$ cat config.mk
export PLATFORM = sky130hd
export DESIGN_NAME = sorted_software_timer_queue_top
export DESIGN_NICKNAME = d
export VERILOG_FILES = /design/src/sstq_pkg.sv /design/src/sstq_cell.sv /design/src/sstq_chain.sv /design/src/sorted_software_timer_queue_top.sv
export SDC_FILE = /design/constraint.sdc
export NUM_CORES = 2
export LEC_CHECK = 0
export ABC_AREA = 1
export BUFFER_PORTS_ARGS = -buffer_cell sky130_fd_sc_hd__buf_4
export CORE_MARGIN = 2
export CORE_UTILIZATION = 38
export CTS_BUF_LIST = sky130_fd_sc_hd__clkbuf_4
export DETAILED_ROUTE_END_ITERATION = 8
export GPL_ROUTABILITY_DRIVEN = 0
export PLACE_DENSITY = 0.56
export SLEW_MARGIN = 40
export SYNTH_ARGS = -nofsm -noshare
export SYNTH_HDL_FRONTEND = slang
export SYNTH_SLANG_ARGS = --single-unit
$ cat constraint.sdc
create_clock -name clk -period 8.63 [get_ports clk]
set_input_delay 1.2945 -clock clk [delete_from_list [all_inputs] [get_ports clk]]
set_output_delay 1.2945 -clock clk [all_outputs]
set_load 0.005 [all_outputs]
$ cat src/sstq_pkg.sv
package sstq_pkg;
  localparam int NumTimers = 16;
  localparam int IdW = 4;
  localparam int TickW = 32;
  localparam int CntW = 5;

  localparam logic [2:0] CMD_TICK = 3'd0;
  localparam logic [2:0] CMD_CREATE = 3'd1;
  localparam logic [2:0] CMD_START = 3'd2;
  localparam logic [2:0] CMD_STOP = 3'd3;
  localparam logic [2:0] CMD_QUERY = 3'd4;

  localparam logic [1:0] EV_ACK = 2'd0;
  localparam logic [1:0] EV_EXPIRED = 2'd1;
  localparam logic [1:0] EV_TICK_DONE = 2'd2;
  localparam logic [1:0] EV_STATUS = 2'd3;

  localparam logic [1:0] ST_UNUSED = 2'd0;
  localparam logic [1:0] ST_CREATED = 2'd1;
  localparam logic [1:0] ST_RUNNING = 2'd2;
  localparam logic [1:0] ST_FINISHED = 2'd3;

  typedef struct packed {
    logic [2:0] command;
    logic [3:0] timer_id;
    logic periodic;
    logic [31:0] period;
  } in_req_t;

  typedef struct packed {
    logic [1:0] event_kind;
    logic [3:0] timer_id_res;
    logic [1:0] timer_state;
    logic [31:0] remaining;
    logic last;
  } out_res_t;

  // Operation broadcast to every cell of the sorted chain.
  localparam logic [1:0] CH_NOP = 2'd0;
  localparam logic [1:0] CH_INSERT = 2'd1;
  localparam logic [1:0] CH_REMOVE = 2'd2;

  typedef struct packed {
    logic [1:0] op;
    logic [IdW-1:0] id;
    logic [TickW-1:0] left;
  } chain_ctl_t;
endpackage

$ cat src/sstq_cell.sv
module sstq_cell
  import sstq_pkg::*;
(
  input  logic clk,
  input  logic rst_n,
  input  chain_ctl_t ctl,
  input  logic [TickW-1:0] now,
  input  logic prev_valid,
  input  logic prev_before,
  input  logic [IdW-1:0] prev_id,
  input  logic [TickW-1:0] prev_dl,
  input  logic prev_match,
  input  logic next_valid,
  input  logic [IdW-1:0] next_id,
  input  logic [TickW-1:0] next_dl,
  output logic valid,
  output logic ahead,
  output logic match_seen,
  output logic [IdW-1:0] id,
  output logic [TickW-1:0] dl
);
  logic valid_r, valid_nxt;
  logic [IdW-1:0] id_r, id_nxt;
  logic [TickW-1:0] dl_r, dl_nxt;
  logic [TickW-1:0] left;
  logic self_match;

  assign left = dl_r - now;
  // Set when this cell's entry stays ahead of the new entry.
  assign ahead = valid_r && (left < ctl.left);
  assign self_match = valid_r && (id_r == ctl.id);
  assign match_seen = prev_match || self_match;

  always_comb begin
    valid_nxt = valid_r;
    id_nxt = id_r;
    dl_nxt = dl_r;
    case (ctl.op)
      CH_INSERT: begin
        if (!ahead) begin
          if (prev_before) begin
            valid_nxt = 1'b1;
            id_nxt = ctl.id;
            dl_nxt = ctl.left + now;
          end else begin
            valid_nxt = prev_valid;
            id_nxt = prev_id;
            dl_nxt = prev_dl;
          end
        end
      end
      CH_REMOVE: begin
        if (match_seen) begin
          valid_nxt = next_valid;
          id_nxt = next_id;
          dl_nxt = next_dl;
        end
      end
      default: ;
    endcase
  end

  always_ff @(posedge clk) begin
    if (!rst_n) begin
      valid_r <= 1'b0;
    end else begin
      valid_r <= valid_nxt;
    end
    id_r <= id_nxt;
    dl_r <= dl_nxt;
  end

  assign valid = valid_r;
  assign id = id_r;
  assign dl = dl_r;
endmodule

$ cat src/sstq_chain.sv
module sstq_chain
  import sstq_pkg::*;
(
  input  logic clk,
  input  logic rst_n,
  input  chain_ctl_t ctl,
  input  logic [TickW-1:0] now,
  output logic head_valid,
  output logic [IdW-1:0] head_id,
  output logic [TickW-1:0] head_dl
);
  logic [NumTimers-1:0] v, bf, ms;
  logic [IdW-1:0] ids [NumTimers];
  logic [TickW-1:0] dls [NumTimers];

  for (genvar i = 0; i < NumTimers; i++) begin : g_cell
    logic pv, pb, pm, nv;
    logic [IdW-1:0] pid, nid;
    logic [TickW-1:0] pdl, ndl;
    if (i == 0) begin : g_first
      assign pv = 1'b0;
      assign pb = 1'b1;
      assign pm = 1'b0;
      assign pid = '0;
      assign pdl = '0;
    end else begin : g_mid
      assign pv = v[i-1];
      assign pb = bf[i-1];
      assign pm = ms[i-1];
      assign pid = ids[i-1];
      assign pdl = dls[i-1];
    end
    if (i == NumTimers - 1) begin : g_last
      assign nv = 1'b0;
      assign nid = '0;
      assign ndl = '0;
    end else begin : g_nmid
      assign nv = v[i+1];
      assign nid = ids[i+1];
      assign ndl = dls[i+1];
    end
    sstq_cell u_cell (
      .clk(clk), .rst_n(rst_n), .ctl(ctl), .now(now),
      .prev_valid(pv), .prev_before(pb), .prev_id(pid), .prev_dl(pdl),
      .prev_match(pm), .next_valid(nv), .next_id(nid), .next_dl(ndl),
      .valid(v[i]), .ahead(bf[i]), .match_seen(ms[i]), .id(ids[i]), .dl(dls[i])
    );
  end

  assign head_valid = v[0];
  assign head_id = ids[0];
  assign head_dl = dls[0];
endmodule

$ cat src/sorted_software_timer_queue_top.sv
// Sorted software timer queue: sixteen one-shot or periodic timers.
// Requests enter on in_req at a clock edge where start is high and busy is
// low; each request produces results on out_res, one at a time, each marked
// by out_valid for a single cycle. The receiver cannot stall; results must be
// taken when shown. out_res.last marks the final result of a request.
// Create, start, stop and query requests pass through the S_CMD state, which
// updates the timer and the sorted chain and registers the result; the result
// is shown in the cycle after S_CMD. Busy stays high while the result is
// shown, so a new command request is accepted only after it has been shown.
// A tick request advances the tick counter and, in S_TICK, pops each expiring
// timer; a periodic timer is reinserted in S_RELINK before the next check.
// When no timer is due, S_DONE presents the tick-done result. The sorted
// list is a chain of sixteen cells: on an insert the cells behind the new
// entry shift back by one, and on a removal the cells from the removed entry
// on shift forward by one. Synchronous active-low reset clears the tick
// counter, all timer states and the chain; busy is low right after reset.
module sorted_software_timer_queue_top
  import sstq_pkg::*;
(
  input  logic clk,
  input  logic rst_n,
  input  logic start,
  output logic busy,
  input  in_req_t in_req,
  output logic out_valid,
  output out_res_t out_res
);
  localparam logic [2:0] S_IDLE = 3'd0;
  localparam logic [2:0] S_CMD = 3'd1;
  localparam logic [2:0] S_TICK = 3'd2;
  localparam logic [2:0] S_RELINK = 3'd3;
  localparam logic [2:0] S_DONE = 3'd4;

  logic [2:0] state_r, state_nxt;
  in_req_t req_r, req_nxt;
  logic [TickW-1:0] tick_r, tick_nxt;
  logic [1:0] status_r [NumTimers];
  logic [1:0] status_nxt [NumTimers];
  logic [TickW-1:0] period_r [NumTimers];
  logic per_r [NumTimers];
  logic out_valid_r, out_valid_nxt;
  out_res_t res_r, res_nxt;
  logic [IdW-1:0] pend_r, pend_nxt;
  chain_ctl_t ctl;
  logic head_valid;
  logic [IdW-1:0] head_id;
  logic [TickW-1:0] head_dl;
  logic [1:0] st_cur;
  logic wr_period;

  sstq_chain u_chain (
    .clk(clk), .rst_n(rst_n), .ctl(ctl), .now(tick_r),
    .head_valid(head_valid), .head_id(head_id), .head_dl(head_dl)
  );

  assign st_cur = status_r[req_r.timer_id];

  always_comb begin
    state_nxt = state_r;
    req_nxt = req_r;
    tick_nxt = tick_r;
    status_nxt = status_r;
    out_valid_nxt = 1'b0;
    res_nxt = res_r;
    pend_nxt = pend_r;
    ctl = '0;
    wr_period = 1'b0;
    unique case (state_r)
      S_IDLE: begin
        if (start && !out_valid_r) begin
          req_nxt = in_req;
          if (in_req.command == CMD_TICK) begin
            tick_nxt = tick_r + 1'b1;
            state_nxt = S_TICK;
          end else begin
            state_nxt = S_CMD;
          end
        end
      end
      S_CMD: begin
        res_nxt = '0;
        res_nxt.event_kind = EV_ACK;
        res_nxt.timer_id_res = req_r.timer_id;
        res_nxt.last = 1'b1;
        res_nxt.timer_state = st_cur;
        case (req_r.command)
          CMD_CREATE: begin
            if (req_r.period != '0 && st_cur != ST_RUNNING) begin
              wr_period = 1'b1;
              status_nxt[req_r.timer_id] = ST_CREATED;
              res_nxt.timer_state = ST_CREATED;
            end
          end
          CMD_START: begin
            if (st_cur == ST_CREATED || st_cur == ST_FINISHED) begin
              status_nxt[req_r.timer_id] = ST_RUNNING;
              res_nxt.timer_state = ST_RUNNING;
              ctl.op = CH_INSERT;
              ctl.id = req_r.timer_id;
              ctl.left = period_r[req_r.timer_id];
            end
          end
          CMD_STOP: begin
            if (st_cur == ST_CREATED || st_cur == ST_RUNNING) begin
              status_nxt[req_r.timer_id] = ST_FINISHED;
              res_nxt.timer_state = ST_FINISHED;
              if (st_cur == ST_RUNNING) begin
                ctl.op = CH_REMOVE;
                ctl.id = req_r.timer_id;
              end
            end
          end
          CMD_QUERY: begin
            res_nxt.event_kind = EV_STATUS;
          end
          default: ;
        endcase
        out_valid_nxt = 1'b1;
        state_nxt = S_IDLE;
      end
      S_TICK: begin
        if (head_valid && head_dl == tick_r) begin
          ctl.op = CH_REMOVE;
          ctl.id = head_id;
          res_nxt = '0;
          res_nxt.event_kind = EV_EXPIRED;
          res_nxt.timer_id_res = head_id;
          if (per_r[head_id]) begin
            status_nxt[head_id] = ST_RUNNING;
            res_nxt.timer_state = ST_RUNNING;
            pend_nxt = head_id;
            state_nxt = S_RELINK;
          end else begin
            status_nxt[head_id] = ST_FINISHED;
            res_nxt.timer_state = ST_FINISHED;
          end
          out_valid_nxt = 1'b1;
        end else begin
          state_nxt = S_DONE;
        end
      end
      S_RELINK: begin
        ctl.op = CH_INSERT;
        ctl.id = pend_r;
        ctl.left = period_r[pend_r];
        state_nxt = S_TICK;
      end
      S_DONE: begin
        res_nxt = '0;
        res_nxt.event_kind = EV_TICK_DONE;
        res_nxt.last = 1'b1;
        out_valid_nxt = 1'b1;
        state_nxt = S_IDLE;
      end
      default: state_nxt = S_IDLE;
    endcase
  end

  always_ff @(posedge clk) begin
    if (!rst_n) begin
      state_r <= S_IDLE;
      tick_r <= '0;
      out_valid_r <= 1'b0;
      for (int i = 0; i < NumTimers; i++) begin
        status_r[i] <= ST_UNUSED;
      end
    end else begin
      state_r <= state_nxt;
      tick_r <= tick_nxt;
      out_valid_r <= out_valid_nxt;
      status_r <= status_nxt;
    end
    req_r <= req_nxt;
    res_r <= res_nxt;
    pend_r <= pend_nxt;
    if (wr_period) begin
      period_r[req_r.timer_id] <= req_r.period;
      per_r[req_r.timer_id] <= req_r.periodic;
    end
  end

  // The query reply of a running timer reads its deadline from a copy of the chain deadlines written on every insert.
  logic [TickW-1:0] q_left;
  logic [TickW-1:0] dl_r [NumTimers];
  always_ff @(posedge clk) begin
    if (ctl.op == CH_INSERT) begin
      dl_r[ctl.id] <= ctl.left + tick_r;
    end
  end
  assign q_left = dl_r[res_r.timer_id_res] - tick_r;

  always_comb begin
    out_res = res_r;
    if (res_r.event_kind == EV_STATUS && res_r.timer_state == ST_RUNNING) begin
      out_res.remaining = q_left;
    end
  end

  assign out_valid = out_valid_r;
  assign busy = (state_r != S_IDLE) || out_valid_r;
endmodule

==> results.ini <==
[critical_path]
cp_common_cell = nand2_1
path_delay_family = buffers and inverters
r2r_start = tick_r[1]
cpPeakStageDelay_ns = 0.62
r2r_cells = 27
r2r-end = u_chain.g_cell[6].u_cell.dl[3]
critPathBufInv = 5
path_class = flop to output pin
crit_chain = buf_12, buf_12, buf_4, buf_4, mux2i_1, o21ai_0, o211ai_1, nand2_1, ha_1, nand2_1, o21ai_0, nand2_1, nand2_1, a211o_1, a41oi_1, nor2_1, nor2_1, o21ai_0, a21oi_1, buf_4
startpoint_type = flop
required_ns = 7.34
cp_max_fo = 62
cp.arrival_ns = 6.34
worstSetupEndpointType = output pin
cpMaxStageDelayCell = buf_4
reg2reg_slack_ns = 1.04

[grt]
grt_usage_pct = 28.1
grt_pass1_vias = 101000
antenna_found_initial = 32
overflow = 0
grt_max_degree = 209
grt_pass1_wl_um = 682000

[synthesis]
synthArstFlopShare_pct = 0
yosys_most_used_dff = edfxtp_1
syn_nets = 15200
synth_top_cell_by_area = edfxtp_1
syn_inst = 14100
synthTopCellsByCount = nand2_1, o21ai_0, edfxtp_1
avgSynthCellArea_sq_um = 8.58
synth-seq-cells = 1769
synth_edf_count = 1669
synth.most_common_cell = nand2_1
yosysUniqueCellTypes = 78
syn_area_sq_mm = 0.121
yosysWarningCount = 0
synthDominantCellAreaShare_pct = 41.4
seq_area_frac_synth_pct = 43.0
synth.area.top_cells = edfxtp_1, ha_1, o21ai_0, nand2_1, a21oi_1

[clocking]
cts-resized-gates = 0
clock-sinks = 1769
cts_tree = yes
htreeDepth = 6
path_clk_slew_ns = 0.07
cts_made_buffers = 522
root_buffer = clkbuf_4
cts_buffer_depth = 4
insertion_delay_ns = 1.57
cts_setup_buffers = 0

[cells_and_area]
design_area_sq_mm = 0.135
instances_no_fill = 19000
syn_to_final_growth_pct = 11.2
drive_gt1_share_pct = 9.57
postLayoutCoreUtil_pct = 42.4
fin_nets = 15600

[placement]
dpl.cell_count = 18100
dp_hpwl_um = 334000
io_buffers = 85
pre_cts_ws_ns = 1.47
placed_area_sq_mm = 0.128

[worst_hold_path]
hold_start = in_req[32]
hold-path-cell-count = 1
hold_path_class = input port to flop
hold_end = req_r[32]

[timing]
finalHoldViolations = 0
tightest_slew_ns = 0.957
relSlewSlack_pct = 35.6
setup_slack_ns = 0.998
holdWs_ns = 0.119
layout_min_cycle_time_ns = 7.63
post-route-period-util_pct = 88.4
fin_tns_setup_ns = 0
setup_viol = 0
clock_skew_ns = 0.175
fmax_ghz = 0.131
grt_setup_unrepaired = false
slew_violations = 0

[flow_run]
cap_violations = 0

[routing]
via_per_inst = 5.76
antenna_left = 0
wl_um = 472000
drtIter0Drc = 14300
first_pass_iters = 7
num_vias = 110000
drc = 0
wl_per_cell_um = 24.8

[run_status]
outcome = finished, final reports clean

[power]
powerDensity_mw_per_mm2 = 188
p_total_mw = 25.3
peakVddDrop_v = 0.000443
leakagePower_nw = 54.4

[die]
placementRows = 207
die_area_sq_mm = 0.323
io_pins = 86
coreArea_sq_mm = 0.318
start_util_pct = 38.1
die_x_um = 568
fp.dieH_um = 568

routing by layer:
metal / up-vias / share of wire, % / wire (um) / global-route usage, %
li1: 50800 / - / - / -
met1: 52100 / 43 / 201000 / 39.5
met2: 5732 / 44 / 205000 / 43.5
met3: 893 / 10 / 47200 / 4.71
met4: 16 / 3.7 / 17500 / 9.88
met5: - / 0.024 / 111 / 0
power breakdown:
part,internal [mW],switching (mW),leakage (nW)
registers,9.80,0.391,15.7
logic,2.29,4.74,34.9
clock network,4.08,4.02,3.79
total,16.2,9.16,54.4
area by class of cell:
cell class	count	area [sq um]
diodes	21	52.6
flip-flops and latches	1769	52200
repair buffers	419	3740
well taps	4180	5230
fillers	31700	183000
clock inverters	168	956
clock buffers	725	5440
inverters	1620	6130
multi-input cells	10100	60900
kinds of logic (layout without fill, tap and decap cells):
group,Yosys count,in the layout,share of synthesized area (%)
compound gates,4241,4241,19.0
xor+xnor,559,559,4.05
fa+ha+maj,1079,1079,11.3
buf+inv,2217,2932,7.06
flops,1769,1769,43.0
mux,147,147,1.22
other cells,0,21,0
simple gates,4106,4106,14.3
flip-flops by register name, summed over array words and instances (netlist names), named ones only:
| register | flops |
|---|---|
| period_r | 512 |
| tick_r | 32 |
| out_res | 9 |
| pend_r | 4 |
| per_r | 16 |
| state_r | 3 |
| out_valid | 1 |
| req_r | 40 |
| u_chain.g_cell.u_cell.id | 64 |
| status_r | 16 |
| u_chain.g_cell.u_cell.valid | 16 |
| u_chain.g_cell.u_cell.dl | 512 |
| dl_r | 512 |
worst max path at each step:
stage	startpoint	end	slack, ns	cells after the start
3_5_place_dp	tick_r[1]	u_chain.g_cell[6].u_cell.dl[3]	1.47	27
4_1_cts	flop	out_res[31]	0.91	20
5_1_grt	flop	out_res[21]	0.49	28
6_report	flop	out_res[31]	1.0	20
3_3_place_gp	tick_r[0]	u_chain.g_cell[9].u_cell.dl[31]	1.31	25
2_1_floorplan	tick_r[1]	u_chain.g_cell[9].u_cell.dl[0]	2.82	23
what timing repair did:
action	in CTS	in global routing
hold buffers	39	0
endpoints found under the setup margin	0	0
endpoints found under the hold margin	42	0
placed cells by master, fill, tap and decap left out, types with 39 or more instances in the layout:
cell           count
clkinv_1         116
a31oi_1           77
ha_1            1059
nor2_1           621
o221ai_1          50
nand2_1         2379
inv_1           1528
dlygate4sd3_1     39
nand4_1           90
clkbuf_4         725
o22ai_1           90
nor2_4            39
buf_4            337
inv_2             74
o211ai_1         174
nand3_1          705
xnor2_1          158
nor3_1           112
nor4_1            66
o21ai_0         1816
xor2_1           380
a21oi_1         1549
dfxtp_1           88
o21ai_1          171
edfxtp_1        1669
mux2i_1          147
a211oi_1          67
No activity file was read; power rests on OpenSTA's default activity.
